`config.mk`:
```
export PLATFORM = sky130hd
export DESIGN_NAME = odo_mul_ser
export DESIGN_NICKNAME = d
export VERILOG_FILES = /design/src/design/odo_mul_ser.sv
export SDC_FILE = /design/constraint.sdc
export NUM_CORES = 1
export LEC_CHECK = 0
export BUFFER_PORTS_ARGS = -buffer_cell sky130_fd_sc_hd__buf_4
export CELL_PAD_IN_SITES_DETAIL_PLACEMENT = 1
export CELL_PAD_IN_SITES_GLOBAL_PLACEMENT = 1
export CORE_ASPECT_RATIO = 1.1
export CORE_MARGIN = 3
export CORE_UTILIZATION = 37
export CTS_CLUSTER_SIZE = 8
export DETAILED_ROUTE_END_ITERATION = 6
export GPL_TIMING_DRIVEN = 0
export PLACE_DENSITY_LB_ADDON = 0.1
export RECOVER_POWER = 25
export SLEW_MARGIN = 20
export SYNTH_ARGS = -nofsm -noshare
export SYNTH_HDL_FRONTEND = slang
export SYNTH_SLANG_ARGS = --single-unit
export TNS_END_PERCENT = 50
```
`constraint.sdc`:
```
create_clock -name clk -period 2.5 [get_ports clk]
set_input_delay 0.25 -clock clk [delete_from_list [all_inputs] [get_ports clk]]
set_output_delay 0.25 -clock clk [all_outputs]
set_load 0.02 [all_outputs]
```
`src/design/odo_mul_ser.sv`:
```
// Bit-serial shift-add unsigned multiplier, one multiplier bit per cycle
module odo_mul_ser #(
	parameter int A_W = 16,
	parameter int B_W = 24
) (
	input  logic               clk,
	input  logic               arst_n,
	input  logic               start,
	input  logic [A_W-1:0]     a,
	input  logic [B_W-1:0]     b,
	output logic               busy,
	output logic [A_W+B_W-1:0] prod
);
	localparam int CW = $clog2(B_W);

	logic [A_W-1:0] a_q;
	logic [A_W-1:0] acc_q;
	logic [B_W-1:0] lo_q;
	logic [CW-1:0]  cnt_q;
	logic           busy_q;
	logic [A_W:0]   sum;

	assign sum  = {1'b0, acc_q} + {1'b0, (lo_q[0] ? a_q : '0)};
	assign busy = busy_q;
	assign prod = {acc_q, lo_q};

	always_ff @(posedge clk or negedge arst_n) begin
		if (!arst_n) begin
			busy_q <= 1'b0;
			cnt_q  <= '0;
		end else if (start) begin
			busy_q <= 1'b1;
			cnt_q  <= '0;
		end else if (busy_q) begin
			cnt_q <= cnt_q + 1'b1;
			if (cnt_q == CW'(B_W-1)) busy_q <= 1'b0;
		end
	end

	always_ff @(posedge clk) begin
		if (start) begin
			a_q   <= a;
			acc_q <= '0;
			lo_q  <= b;
		end else if (busy_q) begin
			acc_q <= sum[A_W:1];
			lo_q  <= {sum[0], lo_q[B_W-1:1]};
		end
	end

endmodule

```
==> results.toml <==
[final_layout]
layout.nets = 438
final_common_cell = "buf_4"
layout-drive-gt1-share_pct = 39.0
insertedDiodeCount = 0
syn_to_final_growth_pct = 33.3
fillCellCount = 929
utilization_pct = 51.1
layout_common_cells = "buf_4 (72), edfxtp_1 (40), mux2_2 (24), nor2_1 (20)"

[logic_synthesis]
synth_edf_count = 40
syn_area_um2 = 3240
yosys-top-cells-area = "edfxtp_1 (37%), dfxtp_1 (9.9%), mux2_2 (8.3%)"
ys_seq_area_share_pct = 51.6
async_flop_share_pct = 9.68
netlist.area_leader.share_pct = 37.1
yosys.area.top_type = "edfxtp_1"
syn_inst = 275
ys_seq_elements = 62
yosys_warnings = 0
synthFlopType = "edfxtp_1"
syn-mean-instance-area_um2 = 11.8
yosysUniqueCellTypes = 53
synth_nets = 336

[grt]
grtUsageTotal_pct = 17.7
antenna_found_initial = 0
grt_max_degree = 25
grt_pass1_vias = 2721
gr-total-overflow = 0
grt_pass1_wl_um = 13600

[timing]
tightest_slew_ns = 0.992
period_needed_ns = 2.50
finalMaxSlewViolations = 0
max_freq_ghz = 0.400
fin_worst_skew_ns = 0.00708
finalWorstSetupSlack_ns = -0.00242
rsz0062_at_grt = "yes"
hold_viol = 0
max-slew-margin-rel_pct = 33.9
fin_hold_ws_ns = 0.101
post-route-period-util_pct = 100
finalSetupViolCount = 1

[setup_path]
critPathLaunchType = "flip-flop"
worstPathRequired_ns = 2.74
end_kind = "flip-flop"
crit_family = "compound AO/OA/AOI/OAI gates"
worstPathArrival_ns = 2.74
slowest_delay_ns = 0.42
reg2reg_slack_ns = -0.002
crit_fanout = 6
cp_slowest_cell = "edfxtp_1"
crit_buf_inv = 1
cp_cell_sequence = "buf_8 > and2_4 > ha_4 > fa_2 > a21o_1 > a221oi_4 > nor2_2 > or3_1 > a32o_1"
crit_type = "reg -> reg"

[flow_run]
cap_violations = 0

[power]
power_frac_clock_pct = 25.9
switchingPower_w = 0.00112
p_seq_share_pct = 40.2
p_comb_share_pct = 33.9
switching_share_pct = 33.7
p_per_area_nw_per_um2 = 773
irDropWorstVdd_v = 0.000292
p_leak_nw = 1.85
internal_power_w = 0.00222

[run_status]
status = "complete, but fails checks"
violations = "negative setup slack"

[clock_tree]
htreeDepth = 3
cts-buffers-inserted = 9
clk_pin_slew_ns = 0.07
clk_latency_ns = 0.34
cts.path.max_buffers = 2
cts_root_buffer = "clkbuf_8"
numClockSinks = 62
cts_tree = "built"

[placed_design]
gp_congestion = 0.822
portBuffers = 83
dp_hpwl_um = 6130

[route]
drt_wl_total_um = 8410
vias = 2559
drtIter0Drc = 103
viasPerCell = 5.19
first_pass_iters = 4
wl_per_cell_um = 17.1
ant_nets = 0
drc = 0

[floorplan]
core.rowCount = 35
die_h_um = 104
die-area_um2 = 9920
coreArea_um2 = 8450
ios = 84
start_util_pct = 38.3
die_w_um = 95.2

[worst_hold_path]
hp-class = "in -> reg"
## cells by family after synthesis
family / synth area share [%]
compound gates: 10.9
xor+xnor: 2.97
fa+ha+maj: 7.18
buf+inv: 1.89
flops: 51.6
mux: 10.8
simple gates: 14.6
## metrics by stage
step	total power (W)	instance area, um2	setup TNS (ns)	setup WS, ns	cells
floorplan	0.00202	3250	-0.136	-0.136	275
global placement	0.00240	4010	-1.29	-0.400	469
detailed placement	0.00242	4010	-1.79	-0.445	469
CTS	0.00334	4280	-0.0565	-0.0565	491
global route	0.00353	4320	-1.20	-0.0862	493
finish	0.00334	4320	-0.00242	-0.00242	493
## worst paths after layout
kind,startpoint,endpoint,cells after the start
min reg2reg,acc_q[13]$_SDFFE_PP0P_,acc_q[13]$_SDFFE_PP0P_,2
min,a[8],a_q[8]$_DFFE_PP_,1
min in group asynchronous,arst_n,cnt_q[3]$_DFFE_PN0P_,2
max in group asynchronous,arst_n,busy$_DFF_PN0_,2
max,lo_q[0]$_DFFE_PP_,acc_q[11]$_SDFFE_PP0P_,9
max reg2reg,lo_q[0]$_DFFE_PP_,acc_q[11]$_SDFFE_PP0P_,9
## Yosys cell counts (all sizes together) (5+ instances only)
cell type	count
nand4	8
nor2	21
a21oi	11
nand2	12
o21ai	9
dfxtp	16
and2	18
buf	6
xnor2	7
clkbuf	6
dfrtp	6
a21o	6
edfxtp	40
ha	17
mux2i	8
mux2	24
nor2b	5
## metal layers
layer  share of wire [%]  global-route usage, %
met2                  48                   28.4
met4                 1.8                   6.49
met5                   0                      0
met1                  43                   22.0
met3                 6.8                   5.35
## area by class of cell
cell class              instances  area (um2)  area share, %
clock buffers                   9         124           2.87
multi-input cells             198        1570           36.3
plain buffers                  12        63.8           1.48
inverters                       3        11.3          0.261
repair buffers                 91         678           15.7
flip-flops and latches         62        1670           38.7
clock inverters                 7        65.1           1.51
well taps                     111         139           3.22
## sequential cells by signal (all words and copies together) (netlist names)
| name | cells |
|---|---|
| cnt_q | 5 |
| lo_q | 24 |
| busy | 1 |
| acc_q | 16 |
| a_q | 16 |
## power groups by stage
stage          combinational, W  sequential, W  clock (W)
6_report                0.00113        0.00134   0.000865
3_5_place_dp            0.00106        0.00137          0
2_1_floorplan          0.000541        0.00148          0
4_1_cts                 0.00110        0.00135   0.000890
5_1_grt                 0.00124        0.00137   0.000925
3_3_place_gp            0.00104        0.00136          0
## timing repair
item | CTS | global route
endpoints found under the hold margin | 6 | 0
pin swaps | 5 | 4
setup buffers | 5 | 2
hold buffers | 1 | 0
setup endpoints to repair | 10 | 6
gates resized for setup | 6 | 10
Note: power is estimated with default switching activity, not from simulation.
