**src/design/odo_pkg.sv**
```systemverilog
// Shared constants, tables and codes for the differential-drive odometry block
package odo_pkg;

	localparam int CORDIC_STEPS_DEF = 24;
	localparam int TICK_BITS_DEF    = 16;

	localparam int SCALE_W = 24;
	localparam int US_W    = 20;
	localparam int POS_W   = 32;
	localparam int HEAD_W  = 25;

	localparam int CFG_IDX_W = 2;
	localparam logic [CFG_IDX_W-1:0] CFG_LEFT_SCALE  = 2'd0;
	localparam logic [CFG_IDX_W-1:0] CFG_RIGHT_SCALE = 2'd1;
	localparam logic [CFG_IDX_W-1:0] CFG_ANGLE_SCALE = 2'd2;

	localparam logic [SCALE_W-1:0] LEFT_SCALE_RST  = 24'd33554;
	localparam logic [SCALE_W-1:0] RIGHT_SCALE_RST = 24'd33554;
	localparam logic [SCALE_W-1:0] ANGLE_SCALE_RST = 24'd167772;

	localparam int US_PER_S_W = 20;
	localparam logic [US_PER_S_W-1:0] US_PER_S = 20'd1000000;
	localparam int SPEED_SHIFT = 8;
	localparam int QUO_W       = 31;

	localparam int POS_SHIFT  = 39;
	localparam int HEAD_SHIFT = 8;
	localparam int HEAD180    = 11796480;
	localparam int HEAD360    = 23592960;

	localparam int CORDIC_XW = 34;
	localparam int CORDIC_ZW = 54;
	localparam logic [CORDIC_XW-1:0] CORDIC_GAIN = 34'd652032874;
	localparam int ZSCALE_W = 28;
	localparam logic [ZSCALE_W-1:0] ZSCALE = 28'd244140625;
	localparam logic signed [CORDIC_ZW-1:0] DEG90  = 54'sd1440000000000000;
	localparam logic signed [CORDIC_ZW-1:0] DEG180 = 54'sd2880000000000000;

	localparam int ATAN_N = 32;
	localparam int ATAN_W = 46;
	typedef logic [ATAN_W-1:0] atan_t;
	localparam atan_t ATAN_PDEG [ATAN_N] = '{
		46'd45000000000000, 46'd26565051177078, 46'd14036243467926, 46'd7125016348902,
		46'd3576334374997,  46'd1789910608246,  46'd895173710211,   46'd447614170861,
		46'd223810500369,   46'd111905677066,   46'd55952891894,    46'd27976452617,
		46'd13988227142,    46'd6994113675,     46'd3497056851,     46'd1748528427,
		46'd874264214,      46'd437132107,      46'd218566053,      46'd109283027,
		46'd54641513,       46'd27320757,       46'd13660378,       46'd6830189,
		46'd3415095,        46'd1707547,        46'd853774,         46'd426887,
		46'd213443,         46'd106722,         46'd53361,          46'd26680
	};

endpackage

```
**src/design/odo_cordic.sv**
```systemverilog
// Iterative CORDIC rotation giving sine and cosine of the heading
module odo_cordic #(
	parameter int STEPS = odo_pkg::CORDIC_STEPS_DEF
) (
	input  logic                                 clk,
	input  logic                                 arst_n,
	input  logic                                 start,
	input  logic signed [odo_pkg::HEAD_W-1:0]    heading,
	output logic                                 busy,
	output logic signed [odo_pkg::CORDIC_XW-1:0] sn,
	output logic signed [odo_pkg::CORDIC_XW-1:0] cs
);
	import odo_pkg::*;

	localparam int XW = CORDIC_XW;
	localparam int ZW = CORDIC_ZW;
	localparam int IW = $clog2(STEPS);

	logic signed [XW-1:0] x_q;
	logic signed [XW-1:0] y_q;
	logic signed [ZW-1:0] z_q;
	logic                 neg_q;
	logic                 prep_q;
	logic                 busy_q;
	logic [IW-1:0]        i_q;
	logic signed [ZW-1:0] hx;
	logic signed [ZW-1:0] kx;
	logic signed [ZW-1:0] zprod;
	logic signed [ZW-1:0] step;
	logic signed [XW-1:0] xs;
	logic signed [XW-1:0] ys;
	logic [4:0]           idx;

	assign hx    = ZW'(heading);
	assign kx    = ZW'(ZSCALE);
	assign zprod = hx * kx;
	assign idx   = 5'(i_q);
	assign step  = $signed({{(ZW-ATAN_W-4){1'b0}}, ATAN_PDEG[idx], 4'b0000});
	assign xs    = x_q >>> i_q;
	assign ys    = y_q >>> i_q;
	assign busy  = busy_q;
	assign sn    = neg_q ? -y_q : y_q;
	assign cs    = neg_q ? -x_q : x_q;

	always_ff @(posedge clk or negedge arst_n) begin
		if (!arst_n) begin
			busy_q <= 1'b0;
			prep_q <= 1'b0;
			i_q    <= '0;
		end else if (start) begin
			busy_q <= 1'b1;
			prep_q <= 1'b1;
			i_q    <= '0;
		end else if (busy_q && prep_q) begin
			prep_q <= 1'b0;
		end else if (busy_q) begin
			i_q <= i_q + 1'b1;
			if (i_q == IW'(STEPS-1)) busy_q <= 1'b0;
		end
	end

	always_ff @(posedge clk) begin
		if (start) begin
			z_q   <= zprod;
			x_q   <= $signed(CORDIC_GAIN);
			y_q   <= '0;
			neg_q <= 1'b0;
		end else if (busy_q && prep_q) begin
			if (z_q > DEG90) begin
				z_q   <= z_q - DEG180;
				neg_q <= 1'b1;
			end else if (z_q < -DEG90) begin
				z_q   <= z_q + DEG180;
				neg_q <= 1'b1;
			end
		end else if (busy_q) begin
			if (!z_q[ZW-1]) begin
				x_q <= x_q - ys;
				y_q <= y_q + xs;
				z_q <= z_q - step;
			end else begin
				x_q <= x_q + ys;
				y_q <= y_q - xs;
				z_q <= z_q + step;
			end
		end
	end

	a_start_prep: assert property (@(posedge clk) disable iff (!arst_n)
		start |=> busy_q && prep_q && i_q == '0)
		else $error("rotation did not begin with the quadrant step");
	a_last_step: assert property (@(posedge clk) disable iff (!arst_n)
		busy_q && !prep_q && !start && i_q == IW'(STEPS-1) |=> !busy_q)
		else $error("rotation ran past its last step");
	a_prep_busy: assert property (@(posedge clk) disable iff (!arst_n)
		prep_q |-> busy_q)
		else $error("quadrant step outside a rotation");

endmodule

```
**config.mk**
```make
export PLATFORM = sky130hd
export DESIGN_NAME = odo_cordic
export DESIGN_NICKNAME = d
export VERILOG_FILES = /design/src/design/odo_pkg.sv /design/src/design/odo_cordic.sv
export SDC_FILE = /design/constraint.sdc
export NUM_CORES = 2
export LEC_CHECK = 0
export BUFFER_PORTS_ARGS = -buffer_cell sky130_fd_sc_hd__buf_4
export CORE_MARGIN = 4
export CORE_UTILIZATION = 40
export DETAILED_ROUTE_END_ITERATION = 16
export PLACE_DENSITY = 0.55
export SYNTH_ARGS = -nofsm -noshare
export SYNTH_HDL_FRONTEND = slang
export SYNTH_SLANG_ARGS = --single-unit
```
**constraint.sdc**
```tcl
create_clock -name clk -period 7.2 [get_ports clk]
set_clock_uncertainty 0.05 [all_clocks]
set_input_delay 0.72 -clock clk [delete_from_list [all_inputs] [get_ports clk]]
set_output_delay 0.72 -clock clk [all_outputs]
set_load 0.005 [all_outputs]
```
==> results_dict.tcl <==
set metrics [dict create \
    utilization_pct 44.8 \
    max_stage_delay_ns 0.56 \
    vias_per_cell 5.79 \
    critical_path_arrival_ns 7.03 \
    die_x_microns 301 \
    post-dp-hpwl_mm 95.6 \
    rows 107 \
    synthesis.nets 4862 \
    synth_seq_cells 130 \
    core_area_sq_um 85100 \
    path_buf_inv 5 \
    status "finished clean" \
    first_global_vias 31000 \
    cp_max_fo 4 \
    critPathLaunch "heading[23]" \
    min_path_type "flip-flop to flip-flop" \
    final_nets 5015 \
    r2r_cells 25 \
    antenna_left 0 \
    cts.clk_slew.worst_paths_ns 0.07 \
    hold_viol_final 0 \
    critPathKind "input pin to flip-flop" \
    synth_ff_type "dfxtp_1" \
    cp.depth 25 \
    fin_hold_ws_ns 0.476 \
    first_pass_iters 6 \
    cts_made_buffers 17 \
    cts-root-buf "clkbuf_16" \
    die-height_microns 301 \
    clock_latency_ns 0.48 \
    synth_enable_flop_cells 54 \
    yosysUniqueCellTypes 98 \
    cp.required_ns 7.38 \
    max_freq_mhz 146 \
    grt_start_max_net_pins 117 \
    cts_sinks 130 \
    routed_wl_mm 118 \
    antenna_found_initial 0 \
    worst_pin_slew_ns 1.15 \
    cp-start-kind "input pin" \
    final.min_clock_period_ns 6.85 \
    gp_congestion 0.972 \
    max_cap_viol_count 0 \
    first_iter_violations 2253 \
    synth-seq-area-share_pct 9.27 \
    crit_family "adder cells" \
    yosys_warnings 0 \
    cpMostUsedCell "fa_1" \
    port_buffers 96 \
    grt_pass1_wl_mm 180 \
    drc 0 \
    dieArea_sq_um 90500 \
    finalCritPeriodShare_pct 95.1 \
    grt_usage_pct 25.4 \
    num_vias 31600 \
    r2r_end "z_q[46]" \
    setup_viol 0 \
    wl_per_cell_microns 21.5 \
    ff2ff_setup_slack_ns 0.36 \
    synthCells 4152 \
    end_kind "flip-flop" \
    crit_slowest_cell "fa_1" \
    io_pins 97 \
    async_reset_ff_share_pct 5.38 \
    syn_area_sq_um 34300 \
    grt.overflow.total 0 \
    area_delta_synth_final_pct 11.3 \
    avgSynthCellArea_sq_um 8.26 \
    endpoint "z_q[53]" \
    n_antenna_cell 0 \
    htree_num_levels 4 \
    clockBufferDepth 2 \
    start_util_pct 40.3 \
    cts_tree "done" \
    layout-drive-gt1-share_pct 13.1 \
    timing.rr.start "i_q[1]" \
    rsz0062_at_grt "false" \
    slew_headroom_pct 22.8 \
    slew_violations 0 \
]
==> cell families after synthesis <==
logic type | count (synthesis) | synth area share [%]
AO/OA/AOI/OAI | 1134 | 21.7
flip-flops | 130 | 9.27
AND/OR/NAND/NOR | 996 | 13.8
multiplexers | 193 | 8.94
buffers and inverters | 687 | 8.11
XOR/XNOR | 330 | 8.43
adder cells (fa/ha/maj) | 682 | 29.8
==> final cells by class <==
class                      count  area [sq um]
clock buffer                  18           429
timing repair buffer         358          2810
tap                         1144          1430
multi-input combinational   3335         28400
inverter                     463          1740
sequential                   130          3200
fill                        8764         47000
clock inverter                14           128
==> registers in the layout, indices dropped and copies added, names as in the netlist <==
name    flops
busy        1
i_q         5
neg_q       1
prep_q      1
x_q        34
y_q        34
z_q        54
==> worst reg2reg max path: cells and delay by family, from the launching register on <==
family / cells / cell delay (ns)
fa+ha+maj: 3 / 0.89
compound gates: 6 / 1.68
xor+xnor: 1 / 0.21
simple gates: 9 / 1.89
mux: 2 / 0.65
buf+inv: 4 / 0.60
flops: 1 / 0.60
==> placed cells by master (no fill, tap or decap), drive strengths merged, types with 43 or more instances in the layout <==
cell type	n
nand2b	57
fa	223
a31oi	43
o21ai	205
mux2i	78
nor3	62
o211ai	44
edfxtp	54
o31ai	44
dfxtp	69
nor2	245
mux4	86
nand3	63
xnor2	193
xor2	137
a21o	127
inv	468
a211oi	65
ha	459
nand2	342
a21oi	325
buf	355
==> worst min path at each step <==
stage            from      to  slack [ns]  depth (start not counted)
2_1_floorplan  arst_n    busy        0.37                          0
3_3_place_gp   x_q[0]  x_q[0]        0.46                          2
3_5_place_dp   x_q[0]  x_q[0]        0.47                          2
4_1_cts        x_q[0]  x_q[0]        0.48                          2
5_1_grt        x_q[0]  x_q[0]        0.50                          2
6_report       x_q[0]  x_q[0]        0.48                          2
==> layer usage <==
metal	global-route usage, %	wire, microns	up-vias
li1	-	-	15100
met1	31.3	48000	15400
met2	45.4	59000	901
met3	2.67	5470	221
met4	10.1	5130	0
met5	0	0	-
==> synthesized netlist by cell type, types with 44 or more instances <==
library cell	count	area [sq um]
a211oi_1	63	473
a21o_1	127	953
a21oi_1	325	1630
clkbuf_1	134	503
dfxtp_1	69	1380
edfxtp_1	54	1620
fa_1	223	4460
ha_1	459	5740
inv_1	459	1720
mux2i_1	76	761
mux4_2	84	1890
nand2_1	342	1280
nand2b_1	57	357
nand3_1	63	315
nor2_1	245	920
nor3_1	61	305
o211ai_1	44	330
o21ai_0	201	1010
o31ai_1	44	330
xnor2_1	193	1690
xor2_1	137	1200
==> stage by stage <==
step	instances	TNS [ns]	worst slack [ns]	instance area, sq um
final	5462	0	0.353	38200
after global routing	5462	0	0.000884	38200
after CTS	5459	0	0.167	38000
after detailed placement	5426	-0.913	-0.345	37500
after global placement	5426	-0.565	-0.213	37500
after floorplan	4152	0	0.122	34300
==> timing repair <==
action,4_1_cts,5_1_grt
hold endpoints to repair,7,0
endpoints found under the setup margin,0,10
gates resized for setup,0,20
hold buffers,1,0
buffers inserted,0,1
Power is not shown: default switching activity piles up to over one toggle a cycle in this logic, so the estimate is an artifact.
