$ cat config.mk
export PLATFORM = sky130hd
export DESIGN_NAME = odo_div_ser
export DESIGN_NICKNAME = d
export VERILOG_FILES = /design/src/design/odo_pkg.sv /design/src/design/odo_div_ser.sv
export SDC_FILE = /design/constraint.sdc
export NUM_CORES = 1
export LEC_CHECK = 0
export BUFFER_PORTS_ARGS = -buffer_cell sky130_fd_sc_hd__buf_2
export CORE_ASPECT_RATIO = 1.4
export CORE_UTILIZATION = 35
export CTS_BUF_LIST = sky130_fd_sc_hd__clkbuf_2 sky130_fd_sc_hd__clkbuf_4 sky130_fd_sc_hd__clkbuf_8
export CTS_CLUSTER_DIAMETER = 30
export DETAILED_ROUTE_END_ITERATION = 8
export GPL_ROUTABILITY_DRIVEN = 0
export GPL_TIMING_DRIVEN = 0
export PLACE_DENSITY_LB_ADDON = 0.1
export SKIP_CTS_REPAIR_TIMING = 1
export SYNTH_ARGS = -nofsm -noshare
export SYNTH_HDL_FRONTEND = slang
export SYNTH_SLANG_ARGS = --single-unit
$ cat constraint.sdc
create_clock -name clk -period 3.3 [get_ports clk]
set_input_delay 0.33 -clock clk [delete_from_list [all_inputs] [get_ports clk]]
set_output_delay 0.33 -clock clk [all_outputs]
set_load 0.02 [all_outputs]
$ cat src/design/odo_pkg.sv
// Shared constants, tables and codes for the differential-drive odometry block
package odo_pkg;

	localparam int CORDIC_STEPS_DEF = 24;
	localparam int TICK_BITS_DEF    = 16;

	localparam int SCALE_W = 24;
	localparam int US_W    = 20;
	localparam int POS_W   = 32;
	localparam int HEAD_W  = 25;

	localparam int CFG_IDX_W = 2;
	localparam logic [CFG_IDX_W-1:0] CFG_LEFT_SCALE  = 2'd0;
	localparam logic [CFG_IDX_W-1:0] CFG_RIGHT_SCALE = 2'd1;
	localparam logic [CFG_IDX_W-1:0] CFG_ANGLE_SCALE = 2'd2;

	localparam logic [SCALE_W-1:0] LEFT_SCALE_RST  = 24'd33554;
	localparam logic [SCALE_W-1:0] RIGHT_SCALE_RST = 24'd33554;
	localparam logic [SCALE_W-1:0] ANGLE_SCALE_RST = 24'd167772;

	localparam int US_PER_S_W = 20;
	localparam logic [US_PER_S_W-1:0] US_PER_S = 20'd1000000;
	localparam int SPEED_SHIFT = 8;
	localparam int QUO_W       = 31;

	localparam int POS_SHIFT  = 39;
	localparam int HEAD_SHIFT = 8;
	localparam int HEAD180    = 11796480;
	localparam int HEAD360    = 23592960;

	localparam int CORDIC_XW = 34;
	localparam int CORDIC_ZW = 54;
	localparam logic [CORDIC_XW-1:0] CORDIC_GAIN = 34'd652032874;
	localparam int ZSCALE_W = 28;
	localparam logic [ZSCALE_W-1:0] ZSCALE = 28'd244140625;
	localparam logic signed [CORDIC_ZW-1:0] DEG90  = 54'sd1440000000000000;
	localparam logic signed [CORDIC_ZW-1:0] DEG180 = 54'sd2880000000000000;

	localparam int ATAN_N = 32;
	localparam int ATAN_W = 46;
	typedef logic [ATAN_W-1:0] atan_t;
	localparam atan_t ATAN_PDEG [ATAN_N] = '{
		46'd45000000000000, 46'd26565051177078, 46'd14036243467926, 46'd7125016348902,
		46'd3576334374997,  46'd1789910608246,  46'd895173710211,   46'd447614170861,
		46'd223810500369,   46'd111905677066,   46'd55952891894,    46'd27976452617,
		46'd13988227142,    46'd6994113675,     46'd3497056851,     46'd1748528427,
		46'd874264214,      46'd437132107,      46'd218566053,      46'd109283027,
		46'd54641513,       46'd27320757,       46'd13660378,       46'd6830189,
		46'd3415095,        46'd1707547,        46'd853774,         46'd426887,
		46'd213443,         46'd106722,         46'd53361,          46'd26680
	};

endpackage

$ cat src/design/odo_div_ser.sv
// Restoring divider for wheel speed, one quotient bit per cycle with overflow flag
module odo_div_ser #(
	parameter int N_W = 52
) (
	input  logic                      clk,
	input  logic                      arst_n,
	input  logic                      start,
	input  logic [N_W-1:0]            num,
	input  logic [odo_pkg::US_W-1:0]  den,
	output logic                      busy,
	output logic                      ovf,
	output logic [odo_pkg::QUO_W-1:0] quo
);
	import odo_pkg::*;

	localparam int CW  = $clog2(QUO_W);
	localparam int TW  = N_W - QUO_W;
	localparam int CMW = (TW > US_W) ? TW : US_W;

	logic [US_W-1:0]  den_q;
	logic [US_W-1:0]  rem_q;
	logic [QUO_W-1:0] lo_q;
	logic [QUO_W-1:0] quo_q;
	logic             ovf_q;
	logic [CW-1:0]    cnt_q;
	logic             busy_q;
	logic [US_W:0]    trial;
	logic [US_W:0]    diff;
	logic             fits;

	assign trial = {rem_q, lo_q[QUO_W-1]};
	assign diff  = trial - {1'b0, den_q};
	assign fits  = trial >= {1'b0, den_q};
	assign busy  = busy_q;
	assign ovf   = ovf_q;
	assign quo   = quo_q;

	always_ff @(posedge clk or negedge arst_n) begin
		if (!arst_n) begin
			busy_q <= 1'b0;
			cnt_q  <= '0;
		end else if (start) begin
			busy_q <= 1'b1;
			cnt_q  <= '0;
		end else if (busy_q) begin
			cnt_q <= cnt_q + 1'b1;
			if (cnt_q == CW'(QUO_W-1)) busy_q <= 1'b0;
		end
	end

	always_ff @(posedge clk) begin
		if (start) begin
			den_q <= den;
			ovf_q <= CMW'(num[N_W-1:QUO_W]) >= CMW'(den);
			rem_q <= US_W'(num[N_W-1:QUO_W]);
			lo_q  <= num[QUO_W-1:0];
			quo_q <= '0;
		end else if (busy_q) begin
			rem_q <= fits ? diff[US_W-1:0] : trial[US_W-1:0];
			lo_q  <= {lo_q[QUO_W-2:0], 1'b0};
			quo_q <= {quo_q[QUO_W-2:0], fits};
		end
	end

endmodule

==> impl_metrics.env, run 1 <==
export IMPL_min_path_type="in -> reg"
export IMPL_layout_commonest_cell="buf_2"
export IMPL_cts_buffer_depth=2
export IMPL_rows=55
export IMPL_fmax_mhz=327
export IMPL_syn_inst=509
export IMPL_die_area_mm2=0.0174
export IMPL_hold_slack_ns=0.134
export IMPL_clkLatencyLatePin_ns=0.37
export IMPL_setup_viol=0
export IMPL_ys_types=53
export IMPL_start_util_pct=36.2
export IMPL_ios=108
export IMPL_critPathMostFrequentCell="a21o_1"
export IMPL_cp_slowest_cell="edfxtp_1"
export IMPL_cts_root_buf="clkbuf_8"
export IMPL_cts_made_buffers=9
export IMPL_syn_num_nets=627
export IMPL_required_ns=3.43
export IMPL_globalRouteOverflowTotal=0
export IMPL_fin_area_mm2=0.00691
export IMPL_grtUsageTotal_pct=15.9
export IMPL_end_kind="flop"
export IMPL_syn_area_per_cell_um2=11.6
export IMPL_layout_common_cells="108 x buf_2, 72 x edfxtp_1, 51 x inv_1"
export IMPL_ys_ff_latch=109
export IMPL_grt_pass1_vias=4434
export IMPL_core_mm2=0.0163
export IMPL_via_per_inst=4.99
export IMPL_violations="DRC"
export IMPL_vias=4157
export IMPL_final_nets=746
export IMPL_grt_max_degree=52
export IMPL_drtIter0Drc=168
export IMPL_p_per_area_mw_per_mm2=643
export IMPL_yosysWarnings=0
export IMPL_cts_tree="yes"
export IMPL_hold_violations=0
export IMPL_relSlewSlack_pct=35.0
export IMPL_status="finished, violations left"
export IMPL_critPathMaxStageDelay_ns=0.40
export IMPL_antenna_found_initial=2
export IMPL_worst_path_buf_inv=1
export IMPL_grt_setup_unrepaired="false"
export IMPL_period_needed_ns=3.06
export IMPL_area_growth_pct=17.2
export IMPL_post_dp_hpwl_mm=10.0
export IMPL_wl_mm=13.2
export IMPL_cp_top_family="compound AO/OA/AOI/OAI gates"
export IMPL_max_vdd_ir_drop_v=0.000217
export IMPL_crit_fanout=10
export IMPL_cp_arrival_ns=3.18
export IMPL_maxCapViolCount=0
export IMPL_worstMarginPinSlew_ns=0.950
export IMPL_route_detailed_wl_per_inst_um=15.9
export IMPL_layout_drive_gt1_share_pct=28.3
export IMPL_fp_dieH_um=156
export IMPL_period_share_pct=92.6
export IMPL_drt_antenna_violating_nets=0
export IMPL_path_class="reg -> reg"
export IMPL_yosys_area_top_type="edfxtp_1"
export IMPL_yosys_area_top_type_share_pct=36.6
export IMPL_drc=4
export IMPL_synth_ff_type="edfxtp_1"
export IMPL_path_clk_slew_ns=0.12
export IMPL_synth_area_top_cells="edfxtp_1 37%, dfxtp_1 11%, mux2_2 9.0%, ha_1 8.9%, mux2i_1 5.8%"
export IMPL_die_x_um=112
export IMPL_startpoint_type="flop"
export IMPL_leakagePower_nw=3.32
export IMPL_synth_seq_area_share_pct=49.7
export IMPL_placed_area_mm2=0.00669
export IMPL_first_pass_iters=6
export IMPL_grt_first_pass_wirelength_mm=21.6
export IMPL_cts_sinks=109
export IMPL_worstPathCellList="ha_1, a21o_1, a21o_1, a211o_1, a21o_1, a31oi_4, buf_6, mux2_2, mux2_2"
export IMPL_syn_cell_area_mm2=0.00590
export IMPL_numPortBuffers=107
export IMPL_final_max_slew_violation_count=0
export IMPL_final_setup_skew_ns=0.0123
export IMPL_synth_edf_count=72
export IMPL_htreeDepth=3
export IMPL_ys_async_sr_fraction_pct=5.50
## cell families (layout without fill, tap and decap cells)
logic type      count (synthesis)  in the layout  share of synthesized area, %
buf+inv                        71            195                          5.00
mux                            81             81                          14.7
compound gates                 86             86                          10.4
fa+ha+maj                      43             43                          9.25
flops                         109            109                          49.7
simple gates                  102            102                          8.35
xor+xnor                       17             17                          2.52
other cells                     0              1                             0
## sequential cells by signal (all words and copies together) (netlist names)
signal  flops
quo        31
busy        1
rem_q      20
cnt_q       5
den_q      20
ovf         1
lo_q       31
## Yosys cell counts, types with 3 or more instances
master / instances
nand4_1: 6
o21ai_0: 6
dfxtp_1: 31
o211ai_1: 3
o21a_1: 3
nor2b_1: 3
a2bb2oi_1: 3
and3b_1: 3
xnor2_1: 9
a221o_1: 4
and2_1: 4
inv_1: 51
o21ai_1: 3
nand3_1: 5
mux2_2: 47
a211oi_1: 7
buf_1: 5
nand2_1: 16
nor3_1: 8
mux2i_1: 34
ha_1: 42
a31oi_1: 4
xor2_1: 8
a21o_1: 22
dfrtp_1: 6
a21oi_1: 17
clkbuf_1: 11
edfxtp_1: 72
nor2_1: 48
## cell type report
cell class              instances  area [um^2]
diodes                          1         2.50
plain buffers                  20          104
clock buffers                   9          124
clock inverters                 7         90.1
fillers                      1599         9400
inverters                      51          191
multi-input cells             329         2680
flip-flops and latches        109         2930
well taps                     199          249
repair buffers                108          546
## worst register-to-register path, stage by stage (launching register included)
cell	delay [ns]
edfxtp_1	0.40
ha_1	0.36
a21o_1	0.24
a21o_1	0.23
a211o_1	0.34
a21o_1	0.23
a31oi_4	0.21
buf_6	0.19
mux2_2	0.35
mux2_2	0.25
## worst paths after layout
kind                           from   endpoint  slack (ns)  cells after the start
max                        rem_q[5]  rem_q[10]        0.24                      9
min                          den[2]   den_q[2]        0.13                      1
max reg2reg                rem_q[5]  rem_q[10]        0.24                      9
min reg2reg                 quo[30]    quo[30]        0.52                      2
max in group asynchronous    arst_n   cnt_q[1]        2.84                      2
min in group asynchronous    arst_n   cnt_q[3]        0.31                      2
## power by group
group          total, W  switching, W  internal [W]  leakage, nW
clock          0.000876      0.000506      0.000371        0.109
sequential      0.00180     0.0000950       0.00170         1.07
combinational   0.00177      0.000903      0.000869         2.14
## per-layer routing
layer	track usage, %	vias up	part of all wire (%)
met5	0	-	0.20
met4	6.63	4	2.3
met3	4.08	24	5.1
met2	29.1	84	52
met1	17.4	1973	40
li1	-	2072	-
## metrics by stage
stage | utilization [%] | total power (W) | std cells | setup TNS [ns] | setup slack (ns)
after detailed placement | 41.0 | 0.00360 | 815 | -26.08 | -0.515
after global placement | 41.0 | 0.00358 | 815 | -24.09 | -0.475
after floorplan | - | 0.00319 | 509 | 0 | 0.496
final | 42.4 | 0.00444 | 833 | 0 | 0.245
after global routing | 42.4 | 0.00475 | 832 | 0 | 0.130
after CTS | 42.3 | 0.00451 | 831 | -5.22 | -0.111
No activity file was read; power rests on OpenSTA's default activity.
==> run 2, diff against run 1 <==
- CORE_UTILIZATION: 35 -> 58
- RECOVER_POWER: unset -> 100
==> impl_metrics.env, run 2 (same netlist as run 1, synthesis figures left out) <==
export IMPL_status="finished, final reports clean"
export IMPL_htreeDepth=3
export IMPL_grtUsageTotal_pct=23.9
export IMPL_maxCapViolCount=0
export IMPL_route_detailed_wl_per_inst_um=15.5
export IMPL_critPathMaxStageDelay_ns=0.40
export IMPL_die_x_um=87.2
export IMPL_cp_slowest_cell="edfxtp_1"
export IMPL_reg2reg_slack_ns=0.22
export IMPL_cts_root_buf="clkbuf_8"
export IMPL_relSlewSlack_pct=52.6
export IMPL_die_area_mm2=0.0106
export IMPL_cts_sinks=109
export IMPL_globalRouteOverflowTotal=0
export IMPL_max_vdd_ir_drop_v=0.000300
export IMPL_required_ns=3.41
export IMPL_numPortBuffers=107
export IMPL_worstPathCellList="ha_1, a21o_1, a21o_1, a211o_1, a21o_1, a31oi_4, buf_6, clkbuf_2, mux2i_1, o21ai_0"
export IMPL_drc=0
export IMPL_pre_cts_slack_ns=-0.205
export IMPL_cts_tree="yes"
export IMPL_antenna_found_initial=0
export IMPL_post_dp_hpwl_mm=8.95
export IMPL_period_share_pct=93.3
export IMPL_grt_pass1_vias=4182
export IMPL_final_core_util_pct=68.1
export IMPL_vias=4180
export IMPL_rr_worst_depth=10
export IMPL_final_nets=746
export IMPL_hold_violations=0
export IMPL_reg2reg_from="rem_q[5]"
export IMPL_placed_area_mm2=0.00661
export IMPL_start_util_pct=59.6
export IMPL_critPathMostFrequentCell="a21o_1"
export IMPL_antenna_cells=0
export IMPL_fin_area_mm2=0.00674
export IMPL_worstMarginPinSlew_ns=0.694
export IMPL_cts_buffer_depth=2
export IMPL_grt_setup_unrepaired="false"
export IMPL_cp_endpoint="rem_q[1]"
export IMPL_wl_mm=11.9
export IMPL_min_path_type="in -> reg"
export IMPL_drtIter0Drc=127
export IMPL_cp_arrival_ns=3.18
export IMPL_setup_viol=0
export IMPL_grt_first_pass_wirelength_mm=19.3
export IMPL_postLayoutSetupSlackWorst_ns=0.222
export IMPL_ios=108
export IMPL_drt_antenna_violating_nets=0
export IMPL_via_per_inst=5.44
export IMPL_fp_dieH_um=121
export IMPL_leakagePower_nw=3.15
export IMPL_period_needed_ns=3.08
export IMPL_rows=43
export IMPL_final_max_slew_violation_count=0
export IMPL_setup_tns_ns=0
export IMPL_timing_rr_end="rem_q[1]"
export IMPL_layout_commonest_cell="edfxtp_1"
export IMPL_area_growth_pct=14.2
export IMPL_startpoint_type="flop"
export IMPL_layout_common_cells="72 x edfxtp_1, 65 x buf_2, 58 x clkbuf_1"
export IMPL_grt_max_degree=52
export IMPL_crit_fanout=10
export IMPL_clkLatencyLatePin_ns=0.37
export IMPL_path_clk_slew_ns=0.10
export IMPL_final_setup_skew_ns=0.00786
export IMPL_layout_drive_gt1_share_pct=21.3
export IMPL_path_class="reg -> reg"
export IMPL_cts_made_buffers=9
export IMPL_fmax_mhz=325
export IMPL_p_per_area_mw_per_mm2=647
export IMPL_critPathLaunch="rem_q[5]"
export IMPL_core_mm2=0.00990
export IMPL_first_pass_iters=4
export IMPL_end_kind="flop"
==> run 2: changes by cell type in the layout (fill, tap and decap cells not counted), sizes merged <==
cell	delta
buf	-48
clkinv	-1
inv	-1
diode	-1
clkbuf	+50
==> run 2: per-layer routing <==
layer  global-route usage, %  vias up  share of wire [%]
met5                       0        -                  0
met4                    9.53        0                1.8
met3                    5.51       14                5.5
met2                    41.6       98                 51
met1                    28.1     1990                 41
li1                        -     2078                  -
==> run 2: cell type report <==
type / instances / area [um^2]
Sequential cell: 109 / 2930
Buffer: 20 / 87.6
Timing Repair Buffer: 108 / 493
Tap cell: 135 / 169
Clock buffer: 11 / 139
Inverter: 51 / 191
Clock inverter: 5 / 58.8
Fill cell: 839 / 3160
Multi-Input combinational cell: 329 / 2670
==> run 2: how the worst min path moves through the flow <==
stage	start	end	slack, ns	depth (start not counted)
3_5_place_dp	arst_n	busy	0.16	1
4_1_cts	arst_n	cnt_q[1]	-0.26	1
3_3_place_gp	arst_n	busy	0.16	1
5_1_grt	den[18]	den_q[18]	0.13	1
6_report	den[18]	den_q[18]	0.14	1
2_1_floorplan	arst_n	busy	0.03	0
==> run 2: power breakdown <==
| group | internal [W] | switching (W) |
|---|---|---|
| clock | 0.000374 | 0.000456 |
| sequential | 0.00170 | 0.0000991 |
| combinational | 0.000839 | 0.000894 |
| total | 0.00291 | 0.00145 |
==> run 2: metrics by stage <==
stage	total power [W]	cells	hold WS [ns]
after floorplan	0.00319	509	0.0344
after global placement	0.00353	751	0.158
after detailed placement	0.00358	751	0.158
after CTS	0.00442	767	-0.259
after global routing	0.00464	768	0.130
final	0.00436	768	0.140
==> run 2: critical path: cells and delay by family, from the launching register on <==
kind / cells / cell delay, ns
adders and majority gates: 1 / 0.36
DFF: 1 / 0.40
buffers and inverters: 2 / 0.51
muxes: 1 / 0.23
AOI/OAI and AO/OA: 6 / 1.29
